--- src/design/awsr_pkg.sv ---
// ----------------------------------------------------------------------------
// awsr_pkg: shared types and constants of the alpha-weighted SSAA resolve
// Widths of the weighted sums, the long-division datapath and the word that
// travels down the divider pipeline.
// ----------------------------------------------------------------------------
package awsr_pkg;

  localparam int unsigned SAMPLE_COUNT = 4;
  localparam int unsigned CHAN_W       = 8;
  localparam int unsigned COLOR_CHANS  = 3;
  localparam int unsigned PROD_W       = 2 * CHAN_W;
  // Sum of four 8x8 products, at most 260100.
  localparam int unsigned PSUM_W       = PROD_W + 2;
  // Sum of four alphas, at most 1020.
  localparam int unsigned ASUM_W       = CHAN_W + 2;
  // Numerator 2*P + S, at most 521220.
  localparam int unsigned NUM_W        = PSUM_W + 1;
  // Divisor 2*S, at most 2040.
  localparam int unsigned DIV_W        = ASUM_W + 1;
  // The weighted mean never exceeds 255, so eight quotient bits suffice.
  localparam int unsigned QUO_W        = CHAN_W;
  localparam int unsigned BITS_PER_STAGE = 2;
  localparam int unsigned DIV_STAGES   = QUO_W / BITS_PER_STAGE;

  typedef struct packed {
    logic [NUM_W-1:0] rem;
    logic [QUO_W-1:0] quo;
  } div_lane_t;

  typedef struct packed {
    logic                             valid;
    logic [DIV_W-1:0]                 divisor;
    logic [CHAN_W-1:0]                alpha;
    div_lane_t [COLOR_CHANS-1:0]      lane;
  } div_word_t;

endpackage

--- src/design/awsr_div_stage.sv ---
// ----------------------------------------------------------------------------
// awsr_div_stage: one stage of the pipelined restoring divider
// Settles BITS_PER_STAGE quotient bits, from bit STAGE_MSB downward, for all
// three color lanes, and registers the result.
// ----------------------------------------------------------------------------
module awsr_div_stage #(
  parameter int unsigned STAGE_MSB = 7
) (
  input  logic                clk_i,
  input  logic                rst_ni,
  input  awsr_pkg::div_word_t word_i,
  output awsr_pkg::div_word_t word_o
);

  awsr_pkg::div_word_t word_d;
  awsr_pkg::div_word_t word_q;
  logic                valid_q;

  always_comb begin
    logic [awsr_pkg::NUM_W-1:0] trial;
    word_d = word_i;
    trial  = '0;
    for (int j = 0; j < int'(awsr_pkg::BITS_PER_STAGE); j++) begin
      // Divisor aligned to the quotient bit under test.
      trial = awsr_pkg::NUM_W'(word_i.divisor) << (int'(STAGE_MSB) - j);
      for (int ch = 0; ch < int'(awsr_pkg::COLOR_CHANS); ch++) begin
        if (word_d.lane[ch].rem >= trial) begin
          word_d.lane[ch].rem                       = word_d.lane[ch].rem - trial;
          word_d.lane[ch].quo[int'(STAGE_MSB) - j] = 1'b1;
        end
      end
    end
  end

  always_ff @(posedge clk_i or negedge rst_ni) begin
    if (!rst_ni) begin
      valid_q <= 1'b0;
    end else begin
      valid_q <= word_i.valid;
    end
  end

  always_ff @(posedge clk_i) begin
    word_q <= word_d;
  end

  always_comb begin
    word_o       = word_q;
    word_o.valid = valid_q;
  end

endmodule

--- src/design/alpha_weighted_ssaa_resolve_unit.sv ---
// ----------------------------------------------------------------------------
// alpha_weighted_ssaa_resolve_unit: 2x2 alpha-weighted supersample resolve
// Turns the four RGBA8 samples of a 2x2 block into one RGBA8 pixel whose color
// is the alpha-weighted mean, rounded half up, and whose alpha is the mean
// alpha, rounded half up.
// ----------------------------------------------------------------------------
//
//  Channel  | Ports                                   | Handshake
//  ---------+-----------------------------------------+------------------------
//  samples  | sample_top_left_i .. sample_bottom_right_i | start_i while !busy_o
//  pixel    | red_out_o, green_out_o, blue_out_o, alpha_out_o | done_o, 1 cycle
//
// A word is taken at every clock edge at which start_i is high; busy_o stays
// low because the pipeline never holds. The pixel appears with done_o after
// the multiplier register, the sum register, four divider stages of two
// quotient bits each and the output register. One word per cycle is
// sustained. Reset clears only the valid bits; the receiver cannot stall, so
// nothing ever waits inside the pipeline.
//
module alpha_weighted_ssaa_resolve_unit (
  input  logic        clk_i,
  input  logic        rst_ni,
  input  logic        start_i,
  output logic        busy_o,
  input  logic [31:0] sample_top_left_i,
  input  logic [31:0] sample_top_right_i,
  input  logic [31:0] sample_bottom_left_i,
  input  logic [31:0] sample_bottom_right_i,
  output logic        done_o,
  output logic [7:0]  red_out_o,
  output logic [7:0]  green_out_o,
  output logic [7:0]  blue_out_o,
  output logic [7:0]  alpha_out_o
);

  localparam int unsigned CW = awsr_pkg::CHAN_W;
  localparam int unsigned NS = awsr_pkg::SAMPLE_COUNT;
  localparam int unsigned NC = awsr_pkg::COLOR_CHANS;

  // The pipeline advances unconditionally, so it never refuses a word.
  assign busy_o = 1'b0;

  // Stage 1: unpack the samples and form all color-times-alpha products.
  logic [NS-1:0][31:0] samples;
  assign samples = {sample_bottom_right_i, sample_bottom_left_i,
                    sample_top_right_i, sample_top_left_i};

  logic                                     s1_valid_q;
  logic [NS-1:0][NC-1:0][awsr_pkg::PROD_W-1:0] prod_d, prod_q;
  logic [NS-1:0][CW-1:0]                    alpha_d, alpha_q;

  always_comb begin
    for (int s = 0; s < int'(NS); s++) begin
      alpha_d[s] = samples[s][4*CW-1 -: CW];
      for (int ch = 0; ch < int'(NC); ch++) begin
        prod_d[s][ch] = awsr_pkg::PROD_W'(samples[s][ch*CW +: CW]) *
                        awsr_pkg::PROD_W'(alpha_d[s]);
      end
    end
  end

  always_ff @(posedge clk_i or negedge rst_ni) begin
    if (!rst_ni) begin
      s1_valid_q <= 1'b0;
    end else begin
      s1_valid_q <= start_i;
    end
  end

  always_ff @(posedge clk_i) begin
    prod_q  <= prod_d;
    alpha_q <= alpha_d;
  end

  // Stage 2: accumulate the products and the alphas, then set up the division
  // of 2*P + S by 2*S for each color channel. The mean alpha is final here.
  awsr_pkg::div_word_t div_d;
  awsr_pkg::div_word_t div_pipe [awsr_pkg::DIV_STAGES+1];

  always_comb begin
    logic [awsr_pkg::ASUM_W-1:0] asum;
    logic [awsr_pkg::ASUM_W-1:0] arnd;
    logic [awsr_pkg::PSUM_W-1:0] psum;
    asum = '0;
    for (int s = 0; s < int'(NS); s++) begin
      asum = asum + awsr_pkg::ASUM_W'(alpha_q[s]);
    end
    // Round half up of S/4.
    arnd          = asum + awsr_pkg::ASUM_W'(NS / 2);
    div_d         = '0;
    div_d.valid   = s1_valid_q;
    div_d.divisor = {asum, 1'b0};
    div_d.alpha   = arnd[awsr_pkg::ASUM_W-1 -: CW];
    for (int ch = 0; ch < int'(NC); ch++) begin
      psum = '0;
      for (int s = 0; s < int'(NS); s++) begin
        psum = psum + awsr_pkg::PSUM_W'(prod_q[s][ch]);
      end
      div_d.lane[ch].rem = {psum, 1'b0} + awsr_pkg::NUM_W'(asum);
      div_d.lane[ch].quo = '0;
    end
  end

  logic                s2_valid_q;
  awsr_pkg::div_word_t s2_word_q;

  always_ff @(posedge clk_i or negedge rst_ni) begin
    if (!rst_ni) begin
      s2_valid_q <= 1'b0;
    end else begin
      s2_valid_q <= div_d.valid;
    end
  end

  always_ff @(posedge clk_i) begin
    s2_word_q <= div_d;
  end

  always_comb begin
    div_pipe[0]       = s2_word_q;
    div_pipe[0].valid = s2_valid_q;
  end

  // Stages 3 to 6: restoring long division, two quotient bits per stage,
  // most significant bits first. The numerator is below 256 times the
  // divisor, so the quotient fits in eight bits.
  for (genvar g = 0; g < int'(awsr_pkg::DIV_STAGES); g++) begin : g_div
    awsr_div_stage #(
      .STAGE_MSB(awsr_pkg::QUO_W - 1 - g * awsr_pkg::BITS_PER_STAGE)
    ) u_stage (
      .clk_i (clk_i),
      .rst_ni(rst_ni),
      .word_i(div_pipe[g]),
      .word_o(div_pipe[g+1])
    );
  end

  // Stage 7: output register. A zero alpha sum gives a zero divisor, and the
  // colors are then forced to black.
  awsr_pkg::div_word_t last;
  logic                done_q;
  logic [CW-1:0]       red_q, green_q, blue_q, alpha_out_q;
  logic                zero_sum;

  assign last     = div_pipe[awsr_pkg::DIV_STAGES];
  assign zero_sum = (last.divisor == '0);

  always_ff @(posedge clk_i or negedge rst_ni) begin
    if (!rst_ni) begin
      done_q <= 1'b0;
    end else begin
      done_q <= last.valid;
    end
  end

  always_ff @(posedge clk_i) begin
    red_q       <= zero_sum ? '0 : last.lane[0].quo;
    green_q     <= zero_sum ? '0 : last.lane[1].quo;
    blue_q      <= zero_sum ? '0 : last.lane[2].quo;
    alpha_out_q <= last.alpha;
  end

  assign done_o      = done_q;
  assign red_out_o   = red_q;
  assign green_out_o = green_q;
  assign blue_out_o  = blue_q;
  assign alpha_out_o = alpha_out_q;

endmodule
--- config.mk ---
export PLATFORM = sky130hd
export DESIGN_NAME = alpha_weighted_ssaa_resolve_unit
export DESIGN_NICKNAME = d
export VERILOG_FILES = /design/src/design/awsr_pkg.sv /design/src/design/awsr_div_stage.sv /design/src/design/alpha_weighted_ssaa_resolve_unit.sv
export SDC_FILE = /design/constraint.sdc
export NUM_CORES = 2
export LEC_CHECK = 0
export ABC_AREA = 0
export BUFFER_PORTS_ARGS = -buffer_cell sky130_fd_sc_hd__buf_2
export CAP_MARGIN = 20
export CELL_PAD_IN_SITES_DETAIL_PLACEMENT = 2
export CELL_PAD_IN_SITES_GLOBAL_PLACEMENT = 2
export CORE_MARGIN = 2
export CORE_UTILIZATION = 42
export CTS_BUF_LIST = sky130_fd_sc_hd__clkbuf_8
export DETAILED_ROUTE_END_ITERATION = 6
export PLACE_DENSITY_LB_ADDON = 0.1
export RECOVER_POWER = 100
export SETUP_SLACK_MARGIN = 0.02
export SLEW_MARGIN = 20
export SYNTH_ARGS = -nofsm -noshare
export SYNTH_HDL_FRONTEND = slang
export SYNTH_SLANG_ARGS = --single-unit
export TNS_END_PERCENT = 30
--- constraint.sdc ---
create_clock -name clk_i -period 6 [get_ports clk_i]
set_input_delay 1.8 -clock clk_i [delete_from_list [all_inputs] [get_ports clk_i]]
set_output_delay 1.8 -clock clk_i [all_outputs]
set_load 0.1 [all_outputs]
Word level (Yosys, flattened, before mapping)
Index checks and enable logic that the tools add are counted.
{"block": "op_classes", "n_lt_le_gt_ge": 24, "n_mul": 12, "n_reduce_logical": 1, "add_sub_neg": 37, "muxes": 24}
{"op": "$mux W19", "n": 18}
{"op": "$mul A8 B8 Y16", "n": 12}
{"op": "$mux W20", "n": 3}
{"op": "$add A19 B10 Y19", "n": 3}
{"op": "$ge A19 B11 Y1", "n": 3}
{"op": "$ge A19 B12 Y1", "n": 3}
{"op": "$ge A19 B13 Y1", "n": 3}
{"op": "$ge A19 B14 Y1", "n": 3}
{"op": "$ge A19 B15 Y1", "n": 3}
{"op": "$ge A19 B16 Y1", "n": 3}
{"op": "$ge A19 B17 Y1", "n": 3}
{"op": "$ge A19 B18 Y1", "n": 3}
{"op": "$sub A19 B12 Y19", "n": 3}
{"op": "$sub A19 B13 Y19", "n": 3}
{"op": "$sub A19 B14 Y19", "n": 3}
{"op": "$sub A19 B15 Y19", "n": 3}
{"op": "$sub A19 B16 Y19", "n": 3}
{"op": "$sub A19 B17 Y19", "n": 3}
{"op": "$sub A19 B18 Y19", "n": 3}
{"op": "$add A17 B16 Y18", "n": 3}
{"op": "$add A18 B16 Y18", "n": 3}
{"op": "$add A16 B16 Y17", "n": 3}
{"op": "$logic_not A11 Y1", "n": 1}
{"op": "$add A10 B2 Y10 const B", "n": 1}
{"op": "other kinds (4)", "n": 6}
{"block": "totals", "in_bits": 131, "ff_bits": 641, "out_inout_bits": 34}

Depth between registers and ports, before layout
{"block": "depth", "ltp_word": 4, "ltp_mapped": 24}

By module
Synthesis repeated with hierarchy kept, for this count alone.
{"block": "hier_totals", "cells_unflattened": 7311, "area_unflattened_um2": 65858.2}
{"mod": "alpha_weighted_ssaa_resolve_unit", "area_per_inst_um2": 39095.0, "cells_per_inst": 4291, "instances": 1}
{"mod": "awsr_div_stage (g_div[3].u_stage)", "area_per_inst_um2": 7106.8, "cells_per_inst": 837, "instances": 1}
{"mod": "awsr_div_stage (g_div[2].u_stage)", "area_per_inst_um2": 7004.2, "cells_per_inst": 808, "instances": 1}
{"mod": "awsr_div_stage (g_div[1].u_stage)", "area_per_inst_um2": 6482.5, "cells_per_inst": 710, "instances": 1}
{"mod": "awsr_div_stage (g_div[0].u_stage)", "area_per_inst_um2": 6169.7, "cells_per_inst": 665, "instances": 1}

Worst setup path before layout
Ideal clock, no wire load.
{"block": "synth_path", "path_type": "input port to flip-flop", "start": "in sample_top_right_i[26]", "end": "reg prod_q[62] (netlist bit)", "setup_ps": 118, "setup_slack_ps": 164, "arrival_time_ps": 5717, "stages": 17, "n_path_buf": 1, "path_cell_list": "clkbuf_1 -> nand2_1 -> fa_1 -> fa_1 -> fa_1 -> inv_1 -> fa_1 -> ha_1 -> inv_1 -> o21ai_0 -> a21oi_1 -> nor2b_1 -> o21a_1 -> o21a_1 -> o21a_1 -> o41a_1 -> xnor2_1"}
{"item": "start: declaration", "line": "alpha_weighted_ssaa_resolve_unit.sv:26", "rtl": "input logic [31:0] sample_top_right_i,"}
{"item": "end signal: assignment", "line": "alpha_weighted_ssaa_resolve_unit.sv:71", "rtl": "prod_q <= prod_d;"}
{"item": "end: declaration", "line": "alpha_weighted_ssaa_resolve_unit.sv:49", "rtl": "logic [NS-1:0][NC-1:0][awsr_pkg::PROD_W-1:0] prod_d, prod_q;"}

==> run_results.csv <==
group,metric,value,unit
floorplan,die_h,374,um
placed_design,io_buffers,163,
final_layout,drive_gt1_share,8.76,%
grt,antenna_found_initial,5,
clocking,cts_buffers,116,
run,maxCapViolCount,1,
setup_path,cp-startpoint,"sample_top_right_i[28]",
sta,period_minus_slack,5.81,ns
clocking,cts_root_buf,"clkbuf_8",
sta,whs,0.318,ns
placed_design,place_congestion,0.889,
grt,grt_first_pass_wirelength,300000,um
setup_path,arrival,6.52,ns
setup_path,crit_required,6.71,ns
sta,slew_violations,0,
grt,met1_usage,29.4,%
grt,grt_pass1_vias,52900,
logic_synthesis,yosysWarnings,0,
floorplan,num_rows,135,
status,violations,"max-capacitance violations",
clocking,clock_sinks,629,
sta,rsz0062_at_grt,"false",
sta,finalSetupViolCount,0,
sta,clock_skew,0.0617,ns
placed_design,dp_hpwl,160000,um
drt,drc,0,
placed_design,dpl.cell_count,8400,
floorplan,start_util,42.3,%
setup_path,r2r_start,"alpha_q[9]",
logic_synthesis,synth_edf_count,0,
floorplan,die_w,374,um
clocking,clockBufferDepth,3,
final_layout,final_cell_count_no_fill,8611,
grt,use_met3,2.84,%
logic_synthesis,synth_cells,6369,
sta,hold_violations,0,
sta,fin_crit_sh,96.9,%
logic_synthesis,synth_nets,7822,
clocking,clkLatencyLatePin,0.84,ns
sta,max_freq,172,MHz
floorplan,io_pins,165,
drt,wl_per_cell,22.2,um
sta,slew_headroom,0.731,%
logic_synthesis,synth-seq-cells,629,
hold_path,hp-class,"flop to flop",
logic_synthesis,synth_top_area_share,21.7,%
logic_synthesis,syn_area_per_cell,9.01,um^2
grt,grt_usage,27.4,%
drt,wl,191000,um
drt,drtIter0Drc,1421,
setup_path,crit_type,"primary input to flop",
setup_path,r2r_end,"div_pipe[482]",
logic_synthesis,synthTopCellsByArea,"dfxtp_1, fa_1, ha_1",
grt,overflow,0,
drt,ant_nets,0,
setup_path,start_kind,"primary input",
grt,grt_util_met2,52.9,%
logic_synthesis,synth-async-reset-ratio,1.11,%
logic_synthesis,seq_area_frac_synth,22.0,%
logic_synthesis,synth.most_common_cell,"inv_1",
grt,grt_start_max_net_pins,26,
clocking,clk_pin_slew_worst_paths,0.06,ns
final_layout,nets,8193,
setup_path,crit_path_end,"prod_q[63]",
setup_path,rr_worst_depth,15,
logic_synthesis,synth.distinct_cells,95,
floorplan,die_area,140000,um^2
grt,busiest_layer,"met2",
logic_synthesis,mappedNetlistArea,57400,um^2
floorplan,core-area,136000,um^2
drt,via_per_inst,5.27,
drt,dr.pass1.iters,5,
logic_synthesis,synth_ff_type,"dfxtp_1",
setup_path,critPathCaptureType,"flop",
setup_path,reg2reg_setup_slack,0.35,ns
clocking,htreeDepth,3,
setup_path,cp_max_fo,14,
sta,tightestPinTransition,1.49,ns
clocking,tritoncts,"yes",
logic_synthesis,synth_common_cells,"inv_1, ha_1, dfxtp_1, nand2_1, fa_1",
final_layout,areaGrowthSynthToFinish,11.5,%
drt,route.vias.total,45400,
logic_synthesis,yosys.area.top_type,"dfxtp_1",
status,run_status,"complete, but fails checks",
## sequential cells by signal (all words and copies together) (netlist names)
name and cells:
alpha_q 32, done_o 1, green_out_o 8, s1_valid_q 1, g_div.u_stage.word_o 294, div_pipe 72, alpha_out_o 8, blue_out_o 8
s2_valid_q 1, prod_q 192, g_div.u_stage.valid_q 4, red_out_o 8
## final cells by class
type	instances	area, um^2
Antenna cell	2	5.00
Clock buffer	142	1950
Clock inverter	64	663
Fill cell	14800	71600
Inverter	1055	3970
Multi-Input combinational cell	4561	40300
Sequential cell	629	12600
Tap cell	1781	2230
Timing Repair Buffer	377	2260
## layer usage
| layer | vias to the layer above | routed length [um] |
|---|---|---|
| met4 | 6 | 10500 |
| met1 | 23100 | 74200 |
| met2 | 605 | 102000 |
| met5 | - | 41 |
| li1 | 21300 | - |
| met3 | 358 | 4020 |
## critical path: stages
cell      delay (ns)
clkbuf_1        0.57
nand2_1         0.20
fa_1            0.43
fa_1            0.49
fa_1            0.56
inv_1           0.05
fa_1            0.45
ha_1            0.33
o21ai_0         0.14
a21boi_0        0.21
o21ai_0         0.26
nand2b_1        0.13
a21o_1          0.19
nand2_1         0.08
a21oi_1         0.10
o41ai_1         0.37
xnor2_1         0.14
## what timing repair did
action	4_1_cts	5_1_grt
hold buffers	0	0
buffers inserted	0	3
setup endpoints to repair	0	55
gates resized for setup	0	10
## cell usage in the layout (no fill, tap or decap), types with 21 or more instances in the layout
master / instances
a21boi_0: 26
a21o_1: 139
a21oi_1: 285
and2_0: 61
and2_1: 358
buf_2: 107
buf_4: 168
clkbuf_1: 86
clkbuf_8: 142
clkinv_2: 21
dfxtp_1: 621
fa_1: 568
ha_1: 754
inv_1: 1071
mux2_2: 69
nand2_1: 570
nand2b_1: 57
nand3_1: 64
nand4_1: 45
nor2_1: 322
nor2b_1: 85
nor3_1: 101
nor4_1: 28
o21a_1: 51
o21ai_0: 236
o21bai_1: 29
or3_1: 28
xnor2_1: 295
xor2_1: 100
## worst min path at each step
stage	depth (start not counted)	end	slack, ns	startpoint
6_report	0	g_div[0].u_stage.word_o[68]	0.32	div_pipe[472]
5_1_grt	0	g_div[0].u_stage.word_o[68]	0.31	div_pipe[472]
4_1_cts	0	g_div[0].u_stage.word_o[68]	0.29	div_pipe[472]
3_5_place_dp	0	g_div[2].u_stage.word_o[31]	0.31	g_div[1].u_stage.word_o[31]
3_3_place_gp	0	g_div[3].u_stage.word_o[29]	0.31	g_div[2].u_stage.word_o[29]
2_1_floorplan	0	alpha_out_o[0]	0.31	g_div[3].u_stage.word_o[81]
## metrics by stage
step | area, um^2 | TNS, ns | worst slack (ns) | utilization, %
final | 64000 | 0 | 0.185 | 47.2
after global routing | 64000 | 0 | 0.000818 | 47.2
after CTS | 64200 | 0 | 0.111 | 47.3
after detailed placement | 61600 | -4.61 | -0.305 | 45.4
after global placement | 61600 | -0.374 | -0.0777 | 45.4
after floorplan | 57400 | 0 | 0.164 | -
## cell families (layout without fill, tap and decap cells)
kind of cell	Yosys count	count (layout)	synth area share, %
fa+ha+maj	1326	1326	36.3
xor+xnor	395	395	6.03
flops	629	629	22.0
compound gates	935	935	10.3
buf+inv	1179	1638	7.83
mux	89	89	1.72
other cells	1	3	0.00653
simple gates	1815	1815	15.9
Power is not shown: default switching activity piles up to over one toggle a cycle in this logic, so the estimate is an artifact.
